[src/hdl/linked_stack_arena_allocator_top_macros.svh]
// Assertion helpers for the linked stack arena allocator.
// The macros expect signals named clock and reset in the scope where they are used.
`ifndef LINKED_STACK_ARENA_ALLOCATOR_TOP_MACROS_SVH
`define LINKED_STACK_ARENA_ALLOCATOR_TOP_MACROS_SVH

`ifndef SYNTHESIS

// Same-cycle implication, checked outside reset
`define LSAA_ASSERT_IMPLY(name, ante, cons) \
   name: assert property (@(posedge clock) disable iff (reset) (ante) |-> (cons)) \
      else $error("lsaa assertion failed");

// Next-cycle implication, checked outside reset
`define LSAA_ASSERT_NEXT(name, ante, cons) \
   name: assert property (@(posedge clock) disable iff (reset) (ante) |=> (cons)) \
      else $error("lsaa assertion failed");

`else

`define LSAA_ASSERT_IMPLY(name, ante, cons)
`define LSAA_ASSERT_NEXT(name, ante, cons)

`endif

`endif

[src/hdl/lsaa_pkg.sv]
`default_nettype none

package lsaa_pkg;

   // Arena geometry
   localparam int ARENA_WORDS = 512;
   localparam int WORD_BYTES  = 8;
   localparam int WORD_BITS   = 8 * WORD_BYTES;
   localparam int ADDR_W      = $clog2(ARENA_WORDS);
   localparam int BYTE_LSB    = $clog2(WORD_BYTES);
   localparam int HDR_BYTES   = 2 * WORD_BYTES;

   // Field widths
   localparam int OP_W     = 3;
   localparam int SIZE_W   = 16;
   localparam int WOFF_W   = 9;
   localparam int DATA_W   = 64;
   localparam int CAP_W    = 13;
   localparam int OFFS_W   = 12;
   localparam int IDX_W    = CAP_W - BYTE_LSB;
   localparam int ALIGN_W  = SIZE_W + 1;
   localparam int ENTRY_W  = SIZE_W + 2;
   localparam int BYTEA_W  = CAP_W + 1;

   localparam logic [CAP_W-1:0] CAP_MAX   = CAP_W'(ARENA_WORDS * WORD_BYTES);
   localparam logic [CAP_W-1:0] CAP_RESET = CAP_W'(4096);
   localparam logic [IDX_W-1:0] IDX_LIMIT = IDX_W'(ARENA_WORDS);

   typedef enum logic [OP_W-1:0] {
      OP_PUSH  = 3'd0,
      OP_POP   = 3'd1,
      OP_CLEAR = 3'd2,
      OP_WRITE = 3'd3,
      OP_READ  = 3'd4
   } op_type;

   typedef enum logic [1:0] {
      ST_OK      = 2'd0,
      ST_NO_ROOM = 2'd1,
      ST_EMPTY   = 2'd2,
      ST_RANGE   = 2'd3
   } status_type;

   typedef enum logic [1:0] {
      FSM_IDLE,
      FSM_EXEC,
      FSM_RESP
   } fsm_type;

   // Commands from the controller to the datapath
   typedef struct packed {
      logic start;     // first step of an accepted request
      logic finish;    // second step: second header word, link or read data
      logic load_rsp;  // load the response register
   } cmd_type;

endpackage

`default_nettype wire

[src/hdl/lsaa_ctrl.sv]
`default_nettype none

module lsaa_ctrl (
   input  wire logic             clock,
   input  wire logic             reset,
   input  wire logic             req_valid,
   output logic                  req_stall,
   output logic                  rsp_valid,
   input  wire logic             rsp_stall,
   output lsaa_pkg::cmd_type     cmd
);
   import lsaa_pkg::*;

   fsm_type state_ff;
   fsm_type state_in;
   logic    rsp_valid_ff;
   logic    rsp_valid_in;
   logic    out_free;
   logic    accept;

   assign out_free = !rsp_valid_ff || !rsp_stall;

   // Next state
   always_comb begin
      state_in = state_ff;
      unique case (state_ff)
         FSM_IDLE: begin
            if (req_valid) state_in = FSM_EXEC;
         end
         FSM_EXEC: begin
            state_in = FSM_RESP;
         end
         FSM_RESP: begin
            if (out_free) state_in = req_valid ? FSM_EXEC : FSM_IDLE;
         end
         default: begin
            state_in = FSM_IDLE;
         end
      endcase
   end

   // Outputs and commands
   always_comb begin
      req_stall    = 1'b1;
      cmd          = '0;
      unique case (state_ff)
         FSM_IDLE: begin
            req_stall = 1'b0;
         end
         FSM_EXEC: begin
            cmd.finish = 1'b1;
         end
         FSM_RESP: begin
            req_stall    = !out_free;
            cmd.load_rsp = out_free;
         end
         default: begin
            req_stall = 1'b1;
         end
      endcase
      accept    = req_valid && !req_stall;
      cmd.start = accept;
   end

   // Response valid: set on load, cleared when taken
   always_comb begin
      rsp_valid_in = rsp_valid_ff;
      if (cmd.load_rsp) begin
         rsp_valid_in = 1'b1;
      end else if (!rsp_stall) begin
         rsp_valid_in = 1'b0;
      end
   end

   always_ff @(posedge clock) begin
      if (reset) begin
         state_ff     <= FSM_IDLE;
         rsp_valid_ff <= 1'b0;
      end else begin
         state_ff     <= state_in;
         rsp_valid_ff <= rsp_valid_in;
      end
   end

   assign rsp_valid = rsp_valid_ff;

endmodule

`default_nettype wire

[config.mk]
export PLATFORM = sky130hd
export DESIGN_NAME = lsaa_ctrl
export DESIGN_NICKNAME = d
export VERILOG_FILES = /design/src/hdl/linked_stack_arena_allocator_top_macros.svh /design/src/hdl/lsaa_pkg.sv /design/src/hdl/lsaa_ctrl.sv
export SDC_FILE = /design/constraint.sdc
export NUM_CORES = 1
export LEC_CHECK = 0
export BUFFER_PORTS_ARGS = -buffer_cell sky130_fd_sc_hd__buf_2
export CAP_MARGIN = 20
export CORE_AREA = 2 2 39 41
export CTS_BUF_LIST = sky130_fd_sc_hd__clkbuf_8
export DETAILED_ROUTE_END_ITERATION = 6
export DIE_AREA = 0 0 41 43
export PLACE_DENSITY = 0.41
export SLEW_MARGIN = 20
export SYNTH_ARGS = -nofsm -noshare
export SYNTH_HDL_FRONTEND = slang
export SYNTH_SLANG_ARGS = --single-unit
[constraint.sdc]
create_clock -name clock -period 0.93 [get_ports clock]
set_input_delay 0.1395 -clock clock [delete_from_list [all_inputs] [get_ports clock]]
set_output_delay 0.1395 -clock clock [all_outputs]
set_load 0.05 [all_outputs]
Yosys cells after proc, flatten, opt, wreduce, memory -nomap -nowiden
Index checks and enable logic that the tools add are counted.
Word-level totals
  bits in registers: 3
  latch bits: 0
  RAM bits: 0
  bits in read-only memories: 0
  input port bits: 4
  output and inout port bits: 5
  logic and storage cells: 24
  memories kept: 0
Cells by class
  add/subtract/negate cells: 0
  multiply operators: 0
  divide/modulo/power cells: 0
  $lt $le $gt $ge: 0
  equal/unequal tests: 5
  shift operators: 0
  multiplexer cells: 9
  bitwise gates (word level): 0
  reduce and logical (&&, ||, !) cells: 8
Operator list (number)
  $pmux W2 S3: 1
  $mux W1: 5
  $logic_not A1 Y1: 4
  $mux W2: 2
  $ne A2 B2 Y1 const B: 2
  $eq A2 B1 Y1 const B: 1
  $eq A2 B2 Y1 const B: 1
  $logic_not A2 Y1: 1
  $ne A2 B1 Y1 const B: 1
  $pmux W1 S2: 1
  $reduce_and A2 Y1: 1
  $logic_and A1 B1 Y1: 1
  $logic_or A1 B1 Y1: 1

Depth between registers and ports, before layout
Gate-level depths: netlist (run 1).
  depth in word-level cells: 6
  gate-level depth with buffers: 3
  depth with buffers taken out: 2

Worst setup path after synthesis (run 1)
Ideal clock, no wire load.
  path type: reg-to-output
  start: register rsp_valid_ff (netlist: rsp_valid)
  end: output req_stall
  arrival: 1.351 ns
  required time: 0.791 ns
  slack: -0.560 ns
  stages on the path, launching flop included: 3
  path buffers: 0
  cell sequence: dfxtp_1 -> and3_4 -> or2_1
On the way
  longest elaborated chain between the ends: 4
RTL lines
  start, declared: RTL line lsaa_ctrl.sv:16  | logic rsp_valid_ff;
  start signal, assigned: RTL line lsaa_ctrl.sv:81  | rsp_valid_ff <= rsp_valid_in;
  $logic_not A1 Y1: RTL line lsaa_ctrl.sv:21  | assign out_free = !rsp_valid_ff || !rsp_stall;
  $logic_or A1 B1 Y1: RTL line lsaa_ctrl.sv:21
  $logic_not A1 Y1: RTL line lsaa_ctrl.sv:54  | req_stall = !out_free;
  $pmux W1 S2: RTL line lsaa_ctrl.sv:46  | unique case (state_ff)
  end, declared: RTL line lsaa_ctrl.sv:7  | output logic req_stall,
Every way passes these cells.

Final worst setup path (run 1)
  start: register state_ff[1]
  end: output req_stall
On the way
  longest elaborated chain between the ends: 2
  elaborated cells between the ends (all ways): 3
  classes of those cells: eq/ne: 1; mux: 1; reduce/logical: 1
RTL lines
  start, declared: RTL line lsaa_ctrl.sv:14  | fsm_type state_ff;
  start signal, assigned: RTL line lsaa_ctrl.sv:80  | state_ff <= state_in;
  $eq A2 B2 Y1 or $logic_not A2 Y1 (tied branches): RTL line lsaa_ctrl.sv:46
  $pmux W1 S2 (*): RTL line lsaa_ctrl.sv:46
Mark *: on every way between the ends. The rest lies on a longest branch, timed or not.

==> results of run 1 <==
final cells by class:
| class | count | area [um^2] | share of cell area (%) |
|---|---|---|---|
| Inverter | 1 | 3.75 | 1.05 |
| Sequential cell | 3 | 68.8 | 19.3 |
| Tap cell | 16 | 20.0 | 5.61 |
| Timing Repair Buffer | 13 | 124 | 34.7 |
| Clock buffer | 3 | 41.3 | 11.6 |
| Multi-Input combinational cell | 11 | 95.1 | 26.7 |
| Clock inverter | 1 | 3.75 | 1.05 |
placed cells by master (no fill, tap or decap), drive strengths merged:
master / count
buf: 13
and3: 1
nand4b: 1
clkbuf: 3
or2: 1
inv: 2
a21oi: 3
nand2b: 2
nand2: 1
dfxtp: 3
nor4b: 1
nor3b: 1
kinds of logic (layout without fill, tap and decap cells):
| kind of cell | after synthesis | count (layout) | share of synthesized area (%) |
|---|---|---|---|
| AND/OR/NAND/NOR | 8 | 8 | 39.1 |
| buffers and inverters | 4 | 18 | 15.8 |
| AO/OA/AOI/OAI | 3 | 3 | 9.02 |
| flip-flops | 3 | 3 | 36.1 |
metal layers:
layer / share of wire [%] / global-route usage (%) / vias to the layer above / routed length [um]
met4: 0 / 6.00 / 0 / 0
met5: 0 / 0 / - / 0
li1: - / - / 87 / -
met2: 48 / 6.88 / 6 / 174
met1: 42 / 5.45 / 76 / 154
met3: 9.8 / 4.71 / 0 / 36
sequential cells by signal (all words and copies together), names as in the netlist:
signal / count
state_ff: 2
rsp_valid: 1
how the worst min path moves through the flow:
stage | slack, ns | endpoint | from | cells after the start
2_1_floorplan | 0.20 | rsp_valid | reset | 1
3_3_place_gp | 0.36 | rsp_valid | reset | 2
3_5_place_dp | 0.36 | rsp_valid | reset | 2
4_1_cts | 0.13 | state_ff[0] | reset | 2
5_1_grt | 0.13 | state_ff[0] | reset | 2
6_report | 0.13 | rsp_valid | reset | 2
cells in the mapped netlist, drive strengths merged:
cell type / number / area share [%]
a21oi: 3 / 9.0
and3: 1 / 6.8
buf: 3 / 14
dfxtp: 3 / 36
inv: 1 / 2.3
nand2: 1 / 2.3
nand2b: 2 / 7.5
nand4b: 1 / 5.3
nor3b: 1 / 4.5
nor4b: 1 / 9.0
or2: 1 / 3.8
metrics by stage:
stage / util, % / hold WS, ns
final: 25.8 / 0.130
after global routing: 25.8 / 0.135
after CTS: 25.0 / 0.132
after detailed placement: 17.2 / 0.357
after global placement: 17.2 / 0.357
after floorplan: - / 0.199
what timing repair did:
action	in CTS	in global routing
buffers inserted	1	1
pin swaps	1	1
resized for setup	18	1
setup endpoints to repair	5	6
critical path, cell delays in order (launching register included):
cell	delay [ns]
dfxtp_2	0.32
and3_4	0.17
or2_4	0.23
buf_8	0.15
power by group through the flow:
stage / Sequential, mW / Clock, mW / Combinational [mW]
floorplan: 0.146 / 0 / 0.0671
global placement: 0.142 / 0 / 0.0873
detailed placement: 0.142 / 0 / 0.0869
CTS: 0.141 / 0.375 / 0.115
global route: 0.142 / 0.394 / 0.121
finish: 0.141 / 0.362 / 0.116
==> metrics.cfg, run 1 <==
[timing]
slew_headroom_pct = 87.8
hold_viol_final = 0
fin_setup_tns_ns = -1.11
max_freq_mhz = 818
fin_skew_ns = 0.00192
rsz0062_at_grt = yes
setup_viol = 6
slew_viol_final = 0
fin_crit_sh_pct = 131
tightest_slew_ns = 0.183
worst_slack_ns = -0.293
period_needed_ns = 1.22

[clocking]
clk_path_buf_depth = 2
clk_pin_slew_ns = 0.03
insertion_delay_ns = 0.21
cts_tree = yes
cts_root_buf = clkbuf_8
hold_buffers = 0
clock_sink_count = 3
numCtsBuffers = 3
htreeDepth = 1

[place]
place.detailed.hpwl_um = 278
io_buffers = 8
placed_cell_area_um2 = 238
dpl_worst_slack_ns = -0.115
place_congestion = 0.582
placedCellCount = 42

[grt]
grt_pass1_wl_um = 586
gr-total-overflow = 0
first_global_vias = 166
antenna_found_initial = 0
grt_use_total_pct = 5.72
grt_max_degree = 7

[route]
dr.first_iter.drc_count = 0
wl_um = 366
via_count = 169
wl_per_cell_um = 7.63
dr.pass1.iters = 1
drcViolationCount = 0
ant_nets = 0
via_per_inst = 3.52

[cells_and_area]
syn_to_final_growth_pct = 114
drive_above_1_share_pct = 78.1
layout.nets = 37
fillers = 152
final_area_um2 = 357
antenna_cells = 0
stdcell_count = 48

[worst_setup_path]
reg2reg_depth = 4
path_max_fanout = 3
crit_end = req_stall
worstPathRequired_ns = 0.79
crit_type = reg2out
rr_endpoint = state_ff[0]
critPathLaunchType = register
worstPathArrival_ns = 1.08
r2r-start = state_ff[1]
startpoint = state_ff[1]
r2r_slack_ns = -0.10
cp-end-kind = primary output

[power_and_ir_drop]
max-vdd-ir-drop_v = 0.000585
power_mw = 0.619
pwr-share-seq_pct = 22.8
p_int_mw = 0.468
power_density_nw_per_um2 = 1730
swShare_pct = 24.4
combPwrFrac_pct = 18.7
power_switching_mw = 0.151
clkPwrFrac_pct = 58.5
power_leakage_nw = 0.161

[floorplan]
rows = 14
core_area_um2 = 1380
start_util_pct = 12.0
fp.dieH_um = 43
die_area_um2 = 1760
chipWidth_um = 41
ios = 9

[synth]
synth_seq_cells = 3
synthCells = 18
syn-num-nets = 22
ys_types = 11
synth_warnings = 0
yosysSeqAreaShare_pct = 36.1
avgSynthCellArea_um2 = 9.25
synthesis.area_um2 = 166

[run]
drv_cap = 0

[run_status]
failed_checks = negative setup slack
status = finished with violations

[min_path]
hold_class = in2reg

No activity file was read; power rests on OpenSTA's default activity.
==> inputs of run 2 (changes only) <==
REMOVE_ABC_BUFFERS = 1   (was not set)
SETUP_SLACK_MARGIN = 0.3   (was not set)
==> run 2 against run 1 <==
Compared with the run above:
- the flow still finishes with violations (negative setup slack)
- final cell count did not move
- register-to-register slack improved by 0.12 ns
- count of clock-buffer cells in the layout did not move
- highest routed layer unchanged
- maximum frequency rose by 0.11%
- worst setup slack improved by 0.0013 ns
- critical path type unchanged
- clock power rose by 1%
- wire length rose by 25%
- critical endpoint unchanged
- flip-flop and latch count did not move
- critical path depth did not move
- largest cell class unchanged
- hold slack improved by 0.038 ns
==> metrics.cfg, run 2 (synthesized netlist as in run 1, its figures left out) <==
[clocking]
cts_root_buf = clkbuf_8
numCtsBuffers = 3  ; unchanged
hold_buffers = 0  ; unchanged
clk_path_buf_depth = 2  ; unchanged
htreeDepth = 1  ; unchanged
clk_pin_slew_ns = 0.03  ; about the same
clock_sink_count = 3  ; unchanged
cts_tree = yes
insertion_delay_ns = 0.21  ; about the same

[cells_and_area]
seqCellArea_um2 = 66.3  ; -3.6%
regMostFlops = state_ff
layout_commonest_cell = buf_6
final_area_um2 = 379  ; +6.3%
antenna_cells = 0  ; unchanged
multi_input_area_um2 = 120  ; +26%
final_cell_mix = 5 x buf_6, 3 x a21oi_2, 3 x clkbuf_8, 3 x buf_2, 3 x buf_4
syn_to_final_growth_pct = 128
largest_reg_flops = 2  ; unchanged
layout.nets = 37  ; unchanged
fillers = 149  ; -2.0%
drive_above_1_share_pct = 87.5  ; +9.4 points

[worst_setup_path]
reg2reg_depth = 3  ; -1
worstPathArrival_ns = 1.08  ; about the same
rr_endpoint = state_ff[0]
max_stage_delay_ns = 0.33  ; about the same
r2r-start = state_ff[1]
path_max_fanout = 3  ; unchanged
slowest_stage = dfxtp_2
cp-end-kind = primary output
startpoint = state_ff[1]
r2r_slack_ns = 0.02  ; +0.12 ns
critPathLaunchType = register
crit_chain = and3_4, or2_1, buf_6
crit_type = reg2out
worstPathRequired_ns = 0.79  ; about the same

[min_path]
whs_endpoint = rsp_valid
hold_start = reset
hold_class = in2reg
hold_depth = 2  ; unchanged

[route]
dr.first_iter.drc_count = 3  ; +3
drcViolationCount = 0  ; unchanged
via_per_inst = 3.63  ; +3.0%
wl_um = 458  ; +25%
ant_nets = 0  ; unchanged
wl_per_cell_um = 9.54  ; +25%
dr.pass1.iters = 2  ; +1
via_count = 174  ; +3.0%

[timing]
slew_viol_final = 0  ; unchanged
period_needed_ns = 1.22  ; -0.00134 ns
fin_crit_sh_pct = 131  ; -0.14 points
tightest_slew_ns = 0.171  ; -0.0115 ns
fin_skew_ns = 0.00216  ; +0.000245 ns
slew_headroom_pct = 88.5  ; +0.75 points
hold_viol_final = 0  ; unchanged
rsz0062_at_grt = yes
setup_viol = 5  ; -1
max_freq_mhz = 819  ; +0.11%
worst_slack_ns = -0.291  ; +0.00134 ns
fin_setup_tns_ns = -1.00  ; +0.112 ns
hold_ws_ns = 0.168  ; +0.0379 ns

[floorplan]
fp.dieH_um = 43  ; unchanged
die_area_um2 = 1760  ; unchanged
ios = 9  ; unchanged
chipWidth_um = 41  ; unchanged
start_util_pct = 12.0  ; unchanged
rows = 14  ; unchanged
core_area_um2 = 1380  ; unchanged

[power_and_ir_drop]
max-vdd-ir-drop_v = 0.000620  ; +5.9%
power_leakage_nw = 0.167  ; +3.8%
power_density_nw_per_um2 = 1690  ; -2.8%
pwr-share-seq_pct = 22.7  ; about the same
p_int_mw = 0.477  ; +1.9%
combPwrFrac_pct = 20.0  ; +1.3 points
clkPwrFrac_pct = 57.3  ; -1.2 points
swShare_pct = 25.4  ; +1.0 points
power_switching_mw = 0.163  ; +7.7%

[place]
place_congestion = 0.615  ; +5.6%
placed_cell_area_um2 = 226  ; -4.7%
io_buffers = 8  ; unchanged

[grt]
grt_use_total_pct = 6.91  ; +1.2 points
grt_max_degree = 7  ; unchanged
grt_pass1_wl_um = 745  ; +27%
antenna_found_initial = 0  ; unchanged
first_global_vias = 200  ; +20%
gr-total-overflow = 0  ; unchanged

[run]
drv_cap = 0  ; unchanged

[run_status]
failed_checks = negative setup slack
status = finished with violations

[run 2: stage by stage]
step	std cells	util (%)	power, mW	setup WS [ns]
detailed placement	42	16.4	0.228	-0.150
CTS	48	25.4	0.637	-0.286
global placement	42	16.4	0.227	-0.143
floorplan	15	-	0.198	-1.09
finish	48	27.4	0.639	-0.291
global route	48	27.4	0.666	-0.320
[run 2: layout make-up]
| cell class | count | share of cell area, % |
|---|---|---|
| tap | 16 | 5.28 |
| clock buffer | 3 | 10.9 |
| inverter | 1 | 0.990 |
| timing repair buffer | 13 | 32.7 |
| multi-input combinational | 11 | 31.7 |
| sequential | 3 | 17.5 |
| clock inverter | 1 | 0.990 |
[run 2: worst max path at each step]
stage / to / slack (ns) / cells after the start
6_report: req_stall / -0.29 / 3
4_1_cts: cmd[0] / -0.29 / 3
5_1_grt: req_stall / -0.32 / 3
3_5_place_dp: cmd[2] / -0.15 / 3
2_1_floorplan: cmd[2] / -1.09 / 2
3_3_place_gp: cmd[2] / -0.14 / 3
[run 2: power groups by stage]
stage	clock (mW)	combinational, mW	sequential (mW)
floorplan	0	0.0508	0.147
global placement	0	0.0842	0.143
detailed placement	0	0.0850	0.143
CTS	0.375	0.119	0.143
global route	0.386	0.135	0.146
finish	0.366	0.128	0.145
[run 2: metal layers]
metal | vias to the layer above | track usage (%) | routed length (um)
met1 | 78 | 7.64 | 216
met5 | - | 0 | 0
met3 | 0 | 3.14 | 38
met4 | 0 | 8.00 | 0
met2 | 9 | 8.44 | 203
li1 | 87 | - | -
[run 2: critical path: cells and delay by family (launching register included)]
kind	cells	cell delay [ns]
and+or+nand+nor	2	0.38
DFF	1	0.33
buffers and inverters	1	0.15
[run 2: repair_timing]
action	4_1_cts	5_1_grt
setup endpoints to repair	8	8
setup buffers	2	0
pin swaps	1	2
resized for setup	21	5
